--- src/hw/rtl/assert_macros.svh ---
// Assertion macros shared by the scheduler RTL.
// Depends on nothing; included by files that carry concurrent assertions.
`ifndef ASSERT_MACROS_SVH
`define ASSERT_MACROS_SVH

// Clocked assertion, disabled while the async reset is active.
`define NPS_ASSERT(lbl, clk, rst_n, prop, msg) \
	lbl: assert property (@(posedge clk) disable iff (!rst_n) (prop)) else $error(msg);

// Clocked assertion checked during reset as well.
`define NPS_ASSERT_ALWAYS(lbl, clk, prop, msg) \
	lbl: assert property (@(posedge clk) (prop)) else $error(msg);

`endif

--- src/hw/rtl/nps_pkg.sv ---
// Types and constants for the priority scheduler.
// No dependencies; used by nps_cell, nonpreemptive_priority_scheduler and the bench.
`default_nettype none

package nps_pkg;

	// request kinds
	localparam logic REQ_ARRIVAL = 1'b0;
	localparam logic REQ_TICK    = 1'b1;

	// input word
	typedef struct packed {
		logic        req_type;
		logic [7:0]  task_id;
		logic [3:0]  task_priority;
		logic [11:0] burst_length;
	} req_word_t;

	// result word
	typedef struct packed {
		logic        busy_res;
		logic [7:0]  running_id;
		logic        finished;
		logic [15:0] start_time;
		logic [15:0] end_time;
		logic [15:0] turnaround_time;
		logic [15:0] wait_span;
		logic        dropped;
		logic [3:0]  ready_count;
	} rsp_word_t;

	// fixed-width part of one ready-list entry
	typedef struct packed {
		logic [7:0]  id;
		logic [3:0]  prio;
		logic [11:0] burst;
	} entry_key_t;

	// per-cell control from the top level
	typedef struct packed {
		logic ins;   // arrival accepted into the list this cycle
		logic pop;   // head promoted, list shifts toward the head
		logic occ;   // cell holds a live entry
		logic tail;  // cell is the first free slot
	} cell_ctrl_t;

endpackage

`default_nettype wire

--- src/hw/rtl/nonpreemptive_priority_scheduler.sv ---
// The result word of an accepted request word is registered and valid in the next cycle.
// Throughput: one word per cycle while each result word is taken; the ready list is a row
// of cells that insert and shift in place; the result register frees as soon as it is taken.
// Reset clears the list count, the running task, the time counter and the result
// register; list entries are not cleared and are read only below the count.
`default_nettype none

`include "assert_macros.svh"

module nonpreemptive_priority_scheduler #(
	parameter int MAX_TASKS = 8,
	parameter int TIME_BITS = 16
) (
	input  wire                   clk,
	input  wire                   arst_n,
	input  wire                   req_valid,
	output logic                  req_ready,
	input  nps_pkg::req_word_t    req,
	output logic                  rsp_valid,
	input  wire                   rsp_ready,
	output nps_pkg::rsp_word_t    rsp
);

	localparam int CW = $clog2(MAX_TASKS + 1);

	logic [CW-1:0]        count_q;
	logic                 run_valid_q;
	logic [7:0]           run_id_q;
	logic [11:0]          run_burst_q;
	logic [TIME_BITS-1:0] run_arrival_q;
	logic [11:0]          run_done_q;
	logic [TIME_BITS-1:0] run_start_q;
	logic [TIME_BITS-1:0] cur_time_q;
	logic                 rsp_valid_q;
	nps_pkg::rsp_word_t   rsp_q;

	logic                 accept;
	logic                 is_tick;
	logic                 full;
	logic                 ins;
	logic                 promote;
	logic                 pop;
	nps_pkg::entry_key_t  new_key;

	nps_pkg::entry_key_t  key_w     [MAX_TASKS];
	logic [TIME_BITS-1:0] arrival_w [MAX_TASKS];
	logic                 place_w   [MAX_TASKS];

	// handshake and request decode
	assign req_ready = !rsp_valid_q || rsp_ready;
	assign accept    = req_valid && req_ready;
	assign is_tick   = (req.req_type == nps_pkg::REQ_TICK);
	assign full      = (count_q == CW'(MAX_TASKS));
	assign ins       = accept && !is_tick && !full;
	assign promote   = !run_valid_q && (count_q != '0);
	assign pop       = accept && is_tick && promote;

	// arriving entry; a zero burst runs one tick
	always_comb begin
		new_key.id    = req.task_id;
		new_key.prio  = req.task_priority;
		new_key.burst = (req.burst_length == '0) ? 12'd1 : req.burst_length;
	end

	// row of list cells, head at index 0
	for (genvar i = 0; i < MAX_TASKS; i++) begin : g_cell
		nps_pkg::cell_ctrl_t  ctl;
		logic                 lp;
		nps_pkg::entry_key_t  lk;
		logic [TIME_BITS-1:0] la;
		nps_pkg::entry_key_t  rk;
		logic [TIME_BITS-1:0] ra;

		always_comb begin
			ctl.ins  = ins;
			ctl.pop  = pop;
			ctl.occ  = (CW'(i) < count_q);
			ctl.tail = (CW'(i) == count_q);
		end

		if (i == 0) begin : g_head
			assign lp = 1'b0;
			assign lk = new_key;
			assign la = cur_time_q;
		end else begin : g_mid
			assign lp = place_w[i-1];
			assign lk = key_w[i-1];
			assign la = arrival_w[i-1];
		end

		if (i == MAX_TASKS - 1) begin : g_last
			assign rk = key_w[i];
			assign ra = arrival_w[i];
		end else begin : g_inner
			assign rk = key_w[i+1];
			assign ra = arrival_w[i+1];
		end

		nps_cell #(
			.TIME_BITS(TIME_BITS)
		) u_cell (
			.clk          (clk),
			.ctl          (ctl),
			.new_key      (new_key),
			.new_arrival  (cur_time_q),
			.left_place   (lp),
			.left_key     (lk),
			.left_arrival (la),
			.right_key    (rk),
			.right_arrival(ra),
			.place        (place_w[i]),
			.key          (key_w[i]),
			.arrival      (arrival_w[i])
		);
	end

	// effective running task for a tick, after a possible promotion
	logic                 eff_valid;
	logic [7:0]           eff_id;
	logic [11:0]          eff_burst;
	logic [TIME_BITS-1:0] eff_arrival;
	logic [TIME_BITS-1:0] eff_start;
	logic [11:0]          done_next;
	logic [TIME_BITS-1:0] time_next;
	logic                 fin;
	logic [TIME_BITS-1:0] turn;
	logic [TIME_BITS-1:0] wait_t;

	always_comb begin
		eff_valid   = run_valid_q || promote;
		eff_id      = promote ? key_w[0].id    : run_id_q;
		eff_burst   = promote ? key_w[0].burst : run_burst_q;
		eff_arrival = promote ? arrival_w[0]   : run_arrival_q;
		eff_start   = promote ? cur_time_q     : run_start_q;
		done_next   = promote ? 12'd1 : (run_done_q + 12'd1);
		time_next   = cur_time_q + TIME_BITS'(1);
		fin         = eff_valid && (done_next >= eff_burst);
		turn        = time_next - eff_arrival;
		wait_t      = turn - TIME_BITS'(eff_burst);
	end

	// list count after this word
	logic [CW-1:0] count_next;
	logic [CW+3:0] count_ext;

	always_comb begin
		count_next = count_q;
		if (ins) begin
			count_next = count_q + CW'(1);
		end else if (pop) begin
			count_next = count_q - CW'(1);
		end
		count_ext = (CW+4)'(count_next);
	end

	// result word
	nps_pkg::rsp_word_t rsp_d;

	always_comb begin
		rsp_d = '0;
		if (is_tick) begin
			rsp_d.busy_res = eff_valid;
			rsp_d.running_id = eff_valid ? eff_id : 8'd0;
			if (fin) begin
				rsp_d.finished        = 1'b1;
				rsp_d.start_time      = 16'(eff_start);
				rsp_d.end_time        = 16'(time_next);
				rsp_d.turnaround_time = 16'(turn);
				rsp_d.wait_span       = 16'(wait_t);
			end
		end else begin
			rsp_d.busy_res   = run_valid_q;
			rsp_d.running_id = run_valid_q ? run_id_q : 8'd0;
			rsp_d.dropped    = full;
		end
		rsp_d.ready_count = (count_ext > (CW+4)'(15)) ? 4'hF : count_ext[3:0];
	end

	// scheduler state
	always_ff @(posedge clk or negedge arst_n) begin
		if (!arst_n) begin
			count_q       <= '0;
			run_valid_q   <= 1'b0;
			run_id_q      <= '0;
			run_burst_q   <= '0;
			run_arrival_q <= '0;
			run_done_q    <= '0;
			run_start_q   <= '0;
			cur_time_q    <= '0;
		end else if (accept) begin
			count_q <= count_next;
			if (is_tick) begin
				cur_time_q  <= time_next;
				run_valid_q <= eff_valid && !fin;
				if (promote) begin
					run_id_q      <= key_w[0].id;
					run_burst_q   <= key_w[0].burst;
					run_arrival_q <= arrival_w[0];
					run_start_q   <= cur_time_q;
				end
				if (eff_valid) begin
					run_done_q <= done_next;
				end
			end
		end
	end

	// result register
	always_ff @(posedge clk or negedge arst_n) begin
		if (!arst_n) begin
			rsp_valid_q <= 1'b0;
			rsp_q       <= '0;
		end else if (accept) begin
			rsp_valid_q <= 1'b1;
			rsp_q       <= rsp_d;
		end else if (rsp_ready) begin
			rsp_valid_q <= 1'b0;
		end
	end

	assign rsp_valid = rsp_valid_q;
	assign rsp       = rsp_q;

	// checks
	`NPS_ASSERT_ALWAYS(a_count_bound, clk, !arst_n || count_q <= CW'(MAX_TASKS), "list count above capacity")
	`NPS_ASSERT(a_drop_when_full, clk, arst_n, accept && !is_tick && full |=> rsp_valid_q && rsp_q.dropped && (count_q == $past(count_q)), "full arrival not dropped")
	`NPS_ASSERT(a_time_advance, clk, arst_n, accept && is_tick |=> cur_time_q == $past(cur_time_q) + TIME_BITS'(1), "time did not advance on tick")
	`NPS_ASSERT(a_fin_busy, clk, arst_n, rsp_valid_q && rsp_q.finished |-> rsp_q.busy_res && !run_valid_q, "finish without a running task")

endmodule

`default_nettype wire

--- src/hw/rtl/nps_cell.sv ---
// One slot of the sorted ready list: holds an entry and trades it with neighbors.
// Depends on nps_pkg.
`default_nettype none

module nps_cell #(
	parameter int TIME_BITS = 16
) (
	input  wire                        clk,
	input  nps_pkg::cell_ctrl_t        ctl,
	input  nps_pkg::entry_key_t        new_key,
	input  wire  [TIME_BITS-1:0]       new_arrival,
	input  wire                        left_place,
	input  nps_pkg::entry_key_t        left_key,
	input  wire  [TIME_BITS-1:0]       left_arrival,
	input  nps_pkg::entry_key_t        right_key,
	input  wire  [TIME_BITS-1:0]       right_arrival,
	output logic                       place,
	output nps_pkg::entry_key_t        key,
	output logic [TIME_BITS-1:0]       arrival
);

	nps_pkg::entry_key_t  key_q;
	logic [TIME_BITS-1:0] arrival_q;
	logic                 take;

	// new word goes ahead of this entry when strictly higher priority
	always_comb begin
		take  = ctl.occ && (key_q.prio < new_key.prio);
		place = take || ctl.tail;
	end

	// insert shifts toward the tail, pop shifts toward the head
	always_ff @(posedge clk) begin
		if (ctl.ins && place) begin
			if (left_place) begin
				key_q     <= left_key;
				arrival_q <= left_arrival;
			end else begin
				key_q     <= new_key;
				arrival_q <= new_arrival;
			end
		end else if (ctl.pop) begin
			key_q     <= right_key;
			arrival_q <= right_arrival;
		end
	end

	assign key     = key_q;
	assign arrival = arrival_q;

endmodule

`default_nettype wire

--- config.mk ---
export PLATFORM = sky130hd
export DESIGN_NAME = nonpreemptive_priority_scheduler
export DESIGN_NICKNAME = d
export VERILOG_FILES = /design/src/hw/rtl/nps_pkg.sv /design/src/hw/rtl/nonpreemptive_priority_scheduler.sv /design/src/hw/rtl/nps_cell.sv
export VERILOG_INCLUDE_DIRS = /design/src /design/src/hw/rtl
export SDC_FILE = /design/constraint.sdc
export NUM_CORES = 1
export LEC_CHECK = 0
export ABC_CLOCK_PERIOD_IN_PS = 5370
export BUFFER_PORTS_ARGS = -buffer_cell sky130_fd_sc_hd__clkbuf_2
export CAP_MARGIN = 40
export CORE_MARGIN = 4
export CORE_UTILIZATION = 50
export CTS_BUF_LIST = sky130_fd_sc_hd__clkbuf_4
export CTS_CLUSTER_DIAMETER = 80
export DETAILED_ROUTE_END_ITERATION = 10
export PLACE_DENSITY = 0.66
export RECOVER_POWER = 25
export SYNTH_ARGS = -nofsm -noshare
export SYNTH_HDL_FRONTEND = slang
export SYNTH_SLANG_ARGS = --single-unit
--- constraint.sdc ---
create_clock -name clk -period 5.37 [get_ports clk]
set_input_delay 0.2685 -clock clk [delete_from_list [all_inputs] [get_ports clk]]
set_output_delay 0.2685 -clock clk [all_outputs]
set_load 0.01 [all_outputs]
==> flow_summary.json <==
{
  "root_buffer": "clkbuf_4",
  "post-route-period-util_pct": 94.1,
  "path_max_fanout": 20,
  "finalClockSkew_ns": 0.0434,
  "cts_tree": "yes",
  "yosys-top-cells-count": "550 x nand2_1, 320 x edfxtp_1, 277 x o21ai_0, 232 x mux2i_1, 161 x dfrtp_1",
  "yosys_most_used_dff": "edfxtp_1",
  "die_y_um": 231,
  "finalHoldViolCount": 0,
  "areaGrowthSynthToFinish_pct": 13.1,
  "maxCapViolCount": 5,
  "wl_mm": 67.9,
  "syn_area_um2": 24800,
  "irDropWorstVdd_mv": 0.312,
  "rows": 81,
  "p_leak_nw": 11.8,
  "fin_crit_ns": 5.05,
  "grt_pass1_wl_mm": 106,
  "track_usage_pct": 25.6,
  "max_slew.worst_pin.slew_ns": 3.49,
  "start_util_pct": 50.7,
  "num_vias": 18500,
  "antenna_found_initial": 3,
  "place_hpwl_mm": 42.1,
  "clk_pin_slew_ns": 0.07,
  "port-buffer-count": 109,
  "yosys_warnings": 0,
  "syn_nets": 2413,
  "grt_pass1_vias": 18400,
  "die_area_um2": 53200,
  "synth.area.top_cells": "edfxtp_1 39%, dfrtp_1 16%, mux2i_1 9.4%",
  "postSynthCellCount": 2313,
  "cts_max_path_buffers": 3,
  "grt_setup_unrepaired": "no",
  "cts.sinks": 481,
  "yosysSeqAreaShare_pct": 55.0,
  "status": "complete, but fails checks",
  "critPathCaptureType": "register",
  "synth_edf_count": 320,
  "wl_per_cell_um": 20.9,
  "crit_arrival_ns": 5.86,
  "nets": 2576,
  "clock_latency_ns": 0.96,
  "setup_ws_ns": 0.319,
  "min_path_type": "in -> reg",
  "drtAntennaViolNets": 0,
  "drt_first_pass_iters": 7,
  "violations": "capacitance limit, slew limit",
  "pre_cts_ws_ns": 0.402,
  "finalSetupTns_ns": 0,
  "fmax_ghz": 0.198,
  "p_per_area_nw_per_um2": 522,
  "startpoint_type": "register",
  "overflow": 0,
  "core-area_um2": 49000,
  "report.final.slew_viol_count": 222,
  "io_pins": 110,
  "cp.required_ns": 6.18,
  "via_per_inst": 5.70,
  "avgSynthCellArea_um2": 10.7,
  "yosysTopAreaCell": "edfxtp_1",
  "synth_most_common_cell": "nand2_1",
  "post_cts_buffers": 0,
  "synth_top_cell_area_share_pct": 38.7,
  "drive_gt1_share_pct": 16.0,
  "gp_congestion": 0.896,
  "fillers": 4252,
  "die_w_um": 231,
  "setup_violations": 0,
  "async_flop_share_pct": 33.5,
  "synth_seq_cells": 481,
  "drtIter0Drc": 1744,
  "grt_start_max_net_pins": 85,
  "cts_buffers": 136,
  "remaining_drc_errors": 0,
  "htree_levels": 4,
  "slew_headroom_pct": -132,
  "ys_types": 64,
  "critPathKind": "reg -> reg"
}
-- worst paths after layout --
kind	depth (start not counted)	slack, ns	from	to
worst max-delay path	19	0.32	rsp[0]	rsp[20]
worst min-delay path	5	0.21	rsp_ready	rsp[76]
worst max register to register	19	0.32	rsp[0]	rsp[20]
worst min register to register	2	0.47	run_burst_q[2]	run_burst_q[2]
max in group asynchronous	5	1.49	arst_n	run_start_q[2]
min in group asynchronous	4	1.03	arst_n	rsp[10]
-- worst max-delay path, cell delays in order, from the launching register on --
cell and delay (ns):
dfrtp_1 0.53, inv_1 0.13, ha_1 0.29, nor3b_2 0.21, nor2_4 0.09, buf_4 0.23, buf_4 0.38, mux2i_1 0.25
ha_1 0.30, a21oi_1 0.20, nor3b_1 0.32, a211o_1 0.25, nand3_1 0.13, xor2_1 0.31, ha_1 0.35, and3_1 0.19
a211o_1 0.31, nand4bb_1 0.21, xnor2_1 0.16, o21ai_1 0.07
-- area by class of cell --
class / instances / area, um2 / share of cell area [%]
Sequential cell: 481 / 13600 / 48.6
Multi-Input combinational cell: 1645 / 10600 / 37.6
Clock buffer: 208 / 1560 / 5.57
Timing Repair Buffer: 188 / 1130 / 4.02
Tap cell: 664 / 831 / 2.96
Clock inverter: 30 / 233 / 0.830
Inverter: 24 / 90.1 / 0.321
Antenna cell: 3 / 7.51 / 0.0268
-- per-layer routing --
metal  share of wire [%]  GRT usage, %  wire length (um)  vias to the layer above
li1                    -             -                 -                     8657
met1                  44          35.4             29800                     8897
met2                  46          40.2             31000                      794
met3                 7.8          5.80              5300                      126
met4                 2.6          9.02              1770                        2
met5               0.019             0                13                        -
-- sequential cells by signal, summed over array words and instances, names as in the netlist, 8 cells and up, named ones only --
name / cells
run_burst_q: 12
rsp: 76
run_id_q: 8
run_arrival_q: 16
run_done_q: 12
g_cell.u_cell.arrival: 128
run_start_q: 16
cur_time_q: 16
g_cell.u_cell.key: 192
-- cell families (layout without fill, tap and decap cells) --
logic type	Yosys count	in the layout	synth area share (%)
buffers and inverters	187	450	2.91
other	0	3	0
muxes	316	316	13.2
DFF	481	481	55.0
xor gates and xnor gates	66	66	2.33
adders and majority gates	71	71	3.64
and+or+nand+nor	742	742	12.3
AOI/OAI and AO/OA	450	450	10.6
-- stage by stage --
stage               hold WS (ns)  power, W  std cells  cell area (um2)  utilization (%)
floorplan                -0.0271   0.00927       2313            24800                -
global placement           0.153    0.0109       2967            26000             53.1
detailed placement         0.153    0.0111       2971            26100             53.3
CTS                       0.0509    0.0147       3240            28200             57.6
global route               0.203    0.0156       3243            28000             57.3
finish                     0.211    0.0146       3243            28000             57.3
-- power by group --
group / switching, W / internal, W
combinational: 0.00365 / 0.00236
clock: 0.00159 / 0.00195
sequential: 0.000425 / 0.00465
total: 0.00567 / 0.00896
-- what timing repair did --
action                                  CTS  global route
hold endpoints to repair                371             0
gates resized for setup                   0             1
endpoints found under the setup margin    0             1
hold buffers                             31             0
-- cells in the final DEF, fill, tap and decap left out, drive strengths merged, types with 4 or more instances in the layout --
cell	count
mux2	83
o21a	4
xor2	28
nand3	18
clkbuf	325
xnor2	38
dlygate4sd3	30
a22o	28
buf	41
o21ai	283
ha	69
o31ai	5
a211o	5
a32oi	7
nor3	12
nor4	4
and3	11
and2	5
a31oi	39
nand2	550
nand2b	16
a21o	20
dfrtp	161
edfxtp	320
mux2i	232
nor2b	13
nor2	89
a22oi	5
a21oi	34
bufinv	4
nand4	5
clkinv	16
inv	30
clkinvlp	4
(Power assumes the default switching activity.)
